## src/hw/rtl/fifo_translation_buffer_unit_assert.svh

```systemverilog
// Assertion macros used by the translation buffer back end (ftb_back).
`ifndef FIFO_TRANSLATION_BUFFER_UNIT_ASSERT_SVH
`define FIFO_TRANSLATION_BUFFER_UNIT_ASSERT_SVH

// Property that must hold at every clock edge outside reset.
`define FTB_ASSERT(lbl, prop, msg) \
  lbl: assert property (@(posedge clk_i) disable iff (!rst_ni) (prop)) else $error(msg);

// Consequent that must hold in the cycle after the antecedent.
`define FTB_ASSERT_NEXT(lbl, ante, cons, msg) \
  lbl: assert property (@(posedge clk_i) disable iff (!rst_ni) (ante) |=> (cons)) \
    else $error(msg);

`endif

```

## src/hw/rtl/ftb_pkg.sv

```systemverilog
// Types and constants shared by the translation buffer modules.
package ftb_pkg;

  // Buffer geometry
  localparam int unsigned ENTRIES = 16;
  localparam int unsigned IDX_W   = (ENTRIES > 1) ? $clog2(ENTRIES) : 1;
  localparam int unsigned CNT_W   = $clog2(ENTRIES + 1);

  // Command queue geometry (depth must be a power of two)
  localparam int unsigned QDEPTH  = 2;
  localparam int unsigned QPTR_W  = (QDEPTH > 1) ? $clog2(QDEPTH) : 1;
  localparam int unsigned QCNT_W  = $clog2(QDEPTH + 1);

  // Opcodes on the request port
  localparam logic [1:0] OP_LOOKUP = 2'd0;
  localparam logic [1:0] OP_INSERT = 2'd1;
  localparam logic [1:0] OP_INVAL  = 2'd2;

  typedef enum logic [1:0] {
    CMD_LOOKUP,
    CMD_INSERT,
    CMD_INVAL,
    CMD_NOP
  } cmd_e;

  typedef struct packed {
    logic [1:0]  opcode;
    logic [31:0] virt_addr;
    logic [31:0] phys_addr_in;
  } req_t;

  typedef struct packed {
    logic        hit;
    logic [31:0] phys_addr_out;
    logic [4:0]  entries_used;
    logic [31:0] hit_total;
    logic [31:0] miss_total;
  } res_t;

  typedef struct packed {
    cmd_e        op;
    logic [31:0] key;
    logic [31:0] phys;
  } cmd_t;

endpackage

```

## src/hw/rtl/ftb_front.sv

```systemverilog
// Front end: takes request transactions and decodes them into queue commands.
module ftb_front (
  input  logic          start_i,
  input  logic          full_i,
  input  ftb_pkg::req_t req_i,
  output logic          push_o,
  output ftb_pkg::cmd_t cmd_o
);
  import ftb_pkg::*;

  // Accept whenever the command queue has room
  assign push_o = start_i & ~full_i;

  // Classify the opcode; the unused code becomes a no-operation
  always_comb begin
    unique case (req_i.opcode)
      OP_LOOKUP: cmd_o.op = CMD_LOOKUP;
      OP_INSERT: cmd_o.op = CMD_INSERT;
      OP_INVAL:  cmd_o.op = CMD_INVAL;
      default:   cmd_o.op = CMD_NOP;
    endcase
    cmd_o.key  = req_i.virt_addr;
    cmd_o.phys = req_i.phys_addr_in;
  end

endmodule

```

## src/hw/rtl/ftb_cmd_fifo.sv

```systemverilog
// Short command queue between the front end and the buffer back end.
module ftb_cmd_fifo (
  input  logic          clk_i,
  input  logic          rst_ni,
  input  logic          push_i,
  input  ftb_pkg::cmd_t data_i,
  output logic          full_o,
  input  logic          pop_i,
  output logic          valid_o,
  output ftb_pkg::cmd_t data_o
);
  import ftb_pkg::*;

  cmd_t              mem_q [QDEPTH];
  logic [QPTR_W-1:0] wr_ptr_q, wr_ptr_d;
  logic [QPTR_W-1:0] rd_ptr_q, rd_ptr_d;
  logic [QCNT_W-1:0] cnt_q, cnt_d;
  logic              do_push, do_pop;

  assign full_o  = (cnt_q == QCNT_W'(QDEPTH));
  assign valid_o = (cnt_q != '0);
  assign data_o  = mem_q[rd_ptr_q];
  assign do_push = push_i & ~full_o;
  assign do_pop  = pop_i & valid_o;

  // Advance pointers and occupancy
  always_comb begin
    wr_ptr_d = do_push ? wr_ptr_q + 1'b1 : wr_ptr_q;
    rd_ptr_d = do_pop  ? rd_ptr_q + 1'b1 : rd_ptr_q;
    cnt_d    = cnt_q;
    if (do_push && !do_pop) begin
      cnt_d = cnt_q + 1'b1;
    end else if (do_pop && !do_push) begin
      cnt_d = cnt_q - 1'b1;
    end
  end

  always_ff @(posedge clk_i or negedge rst_ni) begin
    if (!rst_ni) begin
      wr_ptr_q <= '0;
      rd_ptr_q <= '0;
      cnt_q    <= '0;
    end else begin
      wr_ptr_q <= wr_ptr_d;
      rd_ptr_q <= rd_ptr_d;
      cnt_q    <= cnt_d;
    end
  end

  // Store the pushed command
  always_ff @(posedge clk_i) begin
    if (do_push) begin
      mem_q[wr_ptr_q] <= data_i;
    end
  end

endmodule

```

## src/hw/rtl/ftb_back.sv

```systemverilog
// Back end: entry array in insertion order, parallel match, counters, result register.
module ftb_back (
  input  logic          clk_i,
  input  logic          rst_ni,
  input  logic          cmd_valid_i,
  input  ftb_pkg::cmd_t cmd_i,
  output logic          done_o,
  output ftb_pkg::res_t res_o
);
  import ftb_pkg::*;

  `include "fifo_translation_buffer_unit_assert.svh"

  logic [31:0]      key_q [ENTRIES];
  logic [31:0]      key_d [ENTRIES];
  logic [31:0]      val_q [ENTRIES];
  logic [31:0]      val_d [ENTRIES];
  logic [CNT_W-1:0] count_q, count_d;
  logic [31:0]      hit_cnt_q, hit_cnt_d;
  logic [31:0]      miss_cnt_q, miss_cnt_d;
  logic [ENTRIES-1:0] match;
  logic             found;
  logic [IDX_W-1:0] idx;
  logic             full;
  res_t             res_q, res_d;
  logic             done_q;

  assign full = (count_q == CNT_W'(ENTRIES));

  // Compare the key against every occupied slot
  always_comb begin
    for (int i = 0; i < ENTRIES; i++) begin
      match[i] = (CNT_W'(i) < count_q) && (key_q[i] == cmd_i.key);
    end
  end

  // Pick the oldest matching slot
  always_comb begin
    idx = '0;
    for (int i = ENTRIES - 1; i >= 0; i--) begin
      if (match[i]) begin
        idx = IDX_W'(i);
      end
    end
    found = |match;
  end

  // Carry out the command and build the result
  always_comb begin
    key_d      = key_q;
    val_d      = val_q;
    count_d    = count_q;
    hit_cnt_d  = hit_cnt_q;
    miss_cnt_d = miss_cnt_q;
    res_d      = '0;
    if (cmd_valid_i) begin
      unique case (cmd_i.op)
        CMD_LOOKUP: begin
          if (found) begin
            hit_cnt_d           = hit_cnt_q + 32'd1;
            res_d.hit           = 1'b1;
            res_d.phys_addr_out = val_q[idx];
          end else begin
            miss_cnt_d = miss_cnt_q + 32'd1;
          end
        end
        CMD_INSERT: begin
          if (full) begin
            // Drop the oldest entry and append at the young end
            for (int i = 0; i < ENTRIES - 1; i++) begin
              key_d[i] = key_q[i + 1];
              val_d[i] = val_q[i + 1];
            end
            key_d[ENTRIES-1] = cmd_i.key;
            val_d[ENTRIES-1] = cmd_i.phys;
          end else begin
            for (int i = 0; i < ENTRIES; i++) begin
              if (CNT_W'(i) == count_q) begin
                key_d[i] = cmd_i.key;
                val_d[i] = cmd_i.phys;
              end
            end
            count_d = count_q + 1'b1;
          end
        end
        CMD_INVAL: begin
          if (found) begin
            // Close the gap, keeping the order of younger entries
            for (int i = 0; i < ENTRIES - 1; i++) begin
              if (IDX_W'(i) >= idx) begin
                key_d[i] = key_q[i + 1];
                val_d[i] = val_q[i + 1];
              end
            end
            count_d   = count_q - 1'b1;
            res_d.hit = 1'b1;
          end
        end
        CMD_NOP: begin
        end
      endcase
    end
    res_d.entries_used = 5'(count_d);
    res_d.hit_total    = hit_cnt_d;
    res_d.miss_total   = miss_cnt_d;
  end

  always_ff @(posedge clk_i or negedge rst_ni) begin
    if (!rst_ni) begin
      count_q    <= '0;
      hit_cnt_q  <= '0;
      miss_cnt_q <= '0;
      done_q     <= 1'b0;
    end else begin
      count_q    <= count_d;
      hit_cnt_q  <= hit_cnt_d;
      miss_cnt_q <= miss_cnt_d;
      done_q     <= cmd_valid_i;
    end
  end

  // Hold entry payload and result payload
  always_ff @(posedge clk_i) begin
    key_q <= key_d;
    val_q <= val_d;
    res_q <= res_d;
  end

  assign done_o = done_q;
  assign res_o  = res_q;

  `FTB_ASSERT(a_count_bound, count_q <= CNT_W'(ENTRIES), "occupancy above buffer size")
  `FTB_ASSERT_NEXT(a_one_result, cmd_valid_i, done_q, "command produced no result")
  `FTB_ASSERT_NEXT(a_no_spurious, !cmd_valid_i, !done_q, "result without a command")
  `FTB_ASSERT_NEXT(a_insert_no_hit, cmd_valid_i && cmd_i.op == CMD_INSERT, !res_q.hit, "insert reported a hit")
  `FTB_ASSERT_NEXT(a_lookup_counts, cmd_valid_i && cmd_i.op == CMD_LOOKUP, (hit_cnt_q != $past(hit_cnt_q)) != (miss_cnt_q != $past(miss_cnt_q)), "lookup did not bump exactly one counter")

endmodule

```

## src/hw/rtl/fifo_translation_buffer_unit.sv

```systemverilog
// An accepted request is written into the command queue, popped by the back end and registered in res_q.
// done_o marks each cycle in which res_o holds a new result.
// Throughput: one transaction per cycle; the back end retires one queued command per cycle.
// busy_o stays low: each queued command is retired in the cycle after its push.
// The back end handles each command with a combinational parallel compare and entry shift.
// Reset empties the buffer and clears both counters; entry contents are not cleared.
module fifo_translation_buffer_unit (
  input  logic          clk_i,
  input  logic          rst_ni,
  input  logic          start_i,
  output logic          busy_o,
  input  ftb_pkg::req_t req_i,
  output logic          done_o,
  output ftb_pkg::res_t res_o
);
  import ftb_pkg::*;

  logic full;
  logic push;
  cmd_t push_cmd;
  logic q_valid;
  cmd_t q_cmd;

  assign busy_o = full;

  ftb_front u_front (
    .start_i (start_i),
    .full_i  (full),
    .req_i   (req_i),
    .push_o  (push),
    .cmd_o   (push_cmd)
  );

  ftb_cmd_fifo u_fifo (
    .clk_i   (clk_i),
    .rst_ni  (rst_ni),
    .push_i  (push),
    .data_i  (push_cmd),
    .full_o  (full),
    .pop_i   (q_valid),
    .valid_o (q_valid),
    .data_o  (q_cmd)
  );

  ftb_back u_back (
    .clk_i       (clk_i),
    .rst_ni      (rst_ni),
    .cmd_valid_i (q_valid),
    .cmd_i       (q_cmd),
    .done_o      (done_o),
    .res_o       (res_o)
  );

endmodule
```

## config.mk

```make
export PLATFORM = sky130hd
export DESIGN_NAME = fifo_translation_buffer_unit
export DESIGN_NICKNAME = d
export VERILOG_FILES = /design/src/hw/rtl/ftb_pkg.sv /design/src/hw/rtl/ftb_front.sv /design/src/hw/rtl/ftb_cmd_fifo.sv /design/src/hw/rtl/ftb_back.sv /design/src/hw/rtl/fifo_translation_buffer_unit.sv
export VERILOG_INCLUDE_DIRS = /design/src /design/src/hw/rtl
export SDC_FILE = /design/constraint.sdc
export NUM_CORES = 2
export LEC_CHECK = 0
export CORE_ASPECT_RATIO = 1.4
export CORE_MARGIN = 2
export CORE_UTILIZATION = 64
export DETAILED_ROUTE_END_ITERATION = 12
export DONT_BUFFER_PORTS = 1
export GPL_TIMING_DRIVEN = 0
export HOLD_SLACK_MARGIN = 0.05
export PLACE_DENSITY_LB_ADDON = 0.1
export REMOVE_ABC_BUFFERS = 1
export SETUP_SLACK_MARGIN = 0.2
export SLEW_MARGIN = 20
export SYNTH_ARGS = -nofsm -noshare
export SYNTH_HDL_FRONTEND = slang
export SYNTH_HIERARCHICAL = 1
export SYNTH_SLANG_ARGS = --single-unit
```

## constraint.sdc

```tcl
create_clock -name clk_i -period 10.6 [get_ports clk_i]
set_clock_uncertainty 0.1 [all_clocks]
set_input_delay 0.53 -clock clk_i [delete_from_list [all_inputs] [get_ports clk_i]]
set_output_delay 0.53 -clock clk_i [all_outputs]
set_load 0.05 [all_outputs]
```

==> key figures <==
Cells and area
  – Layout-stage area growth over the synthesis result: 11.9%
  – Area occupied by registers: 38600 um2
  – Core utilization of the finished layout: 72.2%
  – Nets: 5037
  – Diodes inserted: 0
  – Fraction of final layout cells with drive strength greater than 1: 10.7%
  – Non-Filler Instances: 6383
  – Post-route standard cell area excluding fillers: 71900 um2
  – Area used by multi-input combinational logic: 23100 um2
  – Number of fillers in the final layout: 6698

Yosys
  – Number of different library cells in the post-synthesis netlist: 81
  – Synthesized instance count: 5064
  – Share of synthesized area occupied by flip-flops and latches: 60.1%
  – Main area contributors after synthesis: edfxtp_1 (54%), a21o_1 (11%), xor2_1 (4.1%)
  – Most frequently used flop master after synthesis: edfxtp_1
  – Post-Synthesis Cell Area: 64200 um2
  – Leading area contributor after synthesis: edfxtp_1
  – Share of the synthesized area in the top cell type: 54.0%
  – Count of flip-flops with a built-in enable after synthesis: 1156
  – Synth Warn #: 6
  – Mapped Avg Cell Area: 12.7 um2
  – Most numerous cell types in the synthesized netlist: edfxtp_1 (1156), a21o_1 (962), clkbuf_1 (303), xor2_1 (302), xnor2_1 (281)
  – Cell with the most instances after synthesis: edfxtp_1
  – Number of flip-flops and latches in the synthesized netlist: 1332
  – Share of async-settable or async-resettable flops after synthesis: 5.56%

Worst setup path
  – Reg2Reg Launch Point: u_fifo/rd_ptr_q
  – Worst setup path category: flip-flop to flip-flop
  – Capture instance of the worst register-to-register path: u_back/val_q[451]
  – Startpoint type of the worst setup path: flip-flop
  – Worst Path Arrival: 8.25 ns
  – Register-to-register setup slack: 2.71 ns
  – Sort of element at the end of the critical path: flip-flop
  – Crit-path max FO: 35
  – Endpoint required time on the critical path: 10.97 ns
  – R2r worst-path depth: 22

Routing
  – Number of nets with antenna violations after routing: 0
  – Average wire length per cell after detail routing: 32.3 um
  – Sum of routed wire length over all layers: 206000 um
  – DRC marker count from the first detailed-route iteration: 5599
  – Routed vias/inst: 6.93
  – Drt pass-1 iters: 9
  – Number of vias after detailed routing: 44245
  – Residual DRC: 0

Clock network
  – Number of buffers inserted during clock tree synthesis: 131
  – Maximum root-to-sink buffer count: 3
  – Clock H-tree levels: 4
  – Clock tree from TritonCTS: yes
  – Clk sinks: 1332
  – Clk pin slew, worst setup/hold paths: 0.07 ns
  – Post-CTS setup-driven buffer insertion count: 0
  – Clock tree root buffer cell: clkbuf_16
  – Insertion delay of the later-clocked pin in the worst-skew pair: 0.77 ns

Global route
  – Overflow after GRT: 0
  – Largest net degree at the start of global routing: 75
  – Total track usage: 39.9%
  – Number of global-route vias before repair: 43784
  – Number of antenna violations at the first check in global routing: 1
  – First-pass GRT wire length: 295000 um

Floorplanning
  – Die Ht: 379 um
  – Placeable core region: 99600 um2
  – Starting density of the core: 64.5%
  – Count of pins on the block boundary: 173
  – Die ar.: 103000 um2
  – Number of placement rows: 137
  – Horizontal extent of the die: 272 um

Timing
  – Worst Max-Slew Pin Slew: 1.31 ns
  – Minimum period implied by the final worst setup slack: 7.89 ns
  – Final worst path period share: 74.4%
  – Total negative slack: 0 ns
  – Post-route worst hold slack: 0.208 ns
  – Max Clock Freq: 127 MHz
  – Worst slew slack as a fraction of its limit: 11.6%
  – Hold Fails Final Rpt: 0
  – Final-report setup violation count: 0
  – Final worst slack: 2.71 ns
  – Final max-slew violation count: 0
  – Setup repair after global routing missed its margin: no

Place
  – GP Congestion: 0.980
  – Detail Placement HPWL: 146000 um
  – Port Buffer Count: 0
  – Post-Place Cell Area: 66800 um2
  – Count of placed standard cells including taps: 6076
  – Post-placement worst setup slack: 2.90 ns

Min path
  – Class of the tightest hold or removal check: input port to async pin

Pwr
  – Largest voltage drop on the vdd net: 299 uV
  – Lkg Pwr: 29.3 nW
  – Post-layout total power: 25.8 mW
  – Power density over the cells: 358 nW/um2

Run
  – Number of maximum-capacitance violations: 0

Run status
  – Result of the run: finished, final reports clean
-- how the worst max path moves through the flow --
| stage | start | to | slack, ns | cells past startpoint |
|---|---|---|---|---|
| final | u_fifo/rd_ptr_q | u_back/val_q[451] | 2.71 | 22 |
| after CTS | u_fifo/rd_ptr_q | u_back/val_q[455] | 2.84 | 22 |
| after global routing | u_fifo/rd_ptr_q | u_back/val_q[452] | 2.67 | 22 |
| after floorplan | u_fifo/rd_ptr_q | u_back/key_q[101] | -11.67 | 7 |
| after global placement | u_fifo/rd_ptr_q | u_back/key_q[55] | -29.26 | 6 |
| after detailed placement | u_fifo/rd_ptr_q | u_back/val_q[451] | 2.90 | 22 |
-- state kept, by name, summed over array words and instances (netlist names), 2 cells and up --
register and count:
u_back/miss_cnt_q 32, u_back/val_q 512, u_fifo/mem_q 132, u_fifo/cnt_q 2, u_back/hit_cnt_q 32, u_back/res_o 102, u_back/key_q 512, u_back/count_q 5
-- cells by family (layout without fill, tap and decap cells) --
group                      after synthesis  count (layout)  share of synthesized area, %
AOI/OAI and AO/OA                     1370            1370                          15.5
xor gates and xnor gates               583             583                          7.95
adders and majority gates               10              10                         0.195
buffers and inverters                  587             586                          4.48
DFF                                   1332            1332                          60.1
muxes                                  134             134                          2.40
and+or+nand+nor                       1048            1048                          9.34
-- what timing repair did --
action                                 4_1_cts  5_1_grt
endpoints found under the hold margin      207        0
resized for setup                            0        0
hold buffers                                69        0
-- final cells by class --
cell class                 instances  area share [%]
sequential                      1332            53.7
multi-input combinational       3145            32.2
timing repair buffer             266            5.35
clock buffer                     175            5.12
tap                             1320            2.30
clock inverter                    63           0.904
inverter                          82           0.428
-- critical path, cell delays in order, from the launching register on --
cell and delay [ns]:
dfrtp_4 0.54, buf_16 0.20, mux2_2 0.77, xor2_1 0.15, nor4_1 0.86, nand4_1 0.33
or3_1 0.53, nand4b_1 0.31, a221oi_4 0.17, buf_6 0.25, buf_6 0.18, nor2_4 0.52
buf_16 0.25, buf_16 0.18, nor2_1 0.06, nor3b_2 0.54, buf_6 0.23, buf_4 0.21
buf_4 0.23, buf_6 0.18, buf_4 0.18, buf_4 0.18, buf_4 0.20
-- placed cells by master, fill, tap and decap left out, drive strengths merged, types with 11 or more instances in the layout --
cell type    instances
and4                19
and3                56
mux2                68
nor4               127
clkinv              43
or4                 12
xnor2              281
nand4              227
clkbuf             175
nor2                80
nand2              137
o21ai              113
dlygate4sd3         68
xor2               302
mux2i               66
nand3              192
nor3                49
o2bb2ai             33
or3                 11
buf                198
a21oi               60
and2                72
a21o               963
dfxtp              102
edfxtp            1156
a211oi             164
dfrtp               74
inv                 93
-- metal layers --
metal | global-route usage [%] | part of all wire (%) | vias up
met5 | 0 | 0 | -
met4 | 35.3 | 10 | 0
met3 | 6.80 | 8.4 | 825
met2 | 65.5 | 48 | 2700
met1 | 45.0 | 33 | 21963
li1 | - | - | 18757
-- power breakdown --
group	leakage, nW	total [mW]	switching, mW	internal (mW)
Sequential	12.6	10.3	1.23	9.06
Clock	2.13	4.73	2.10	2.63
Combinational	14.5	10.7	7.00	3.75
Power figures use the tool's default switching activity.
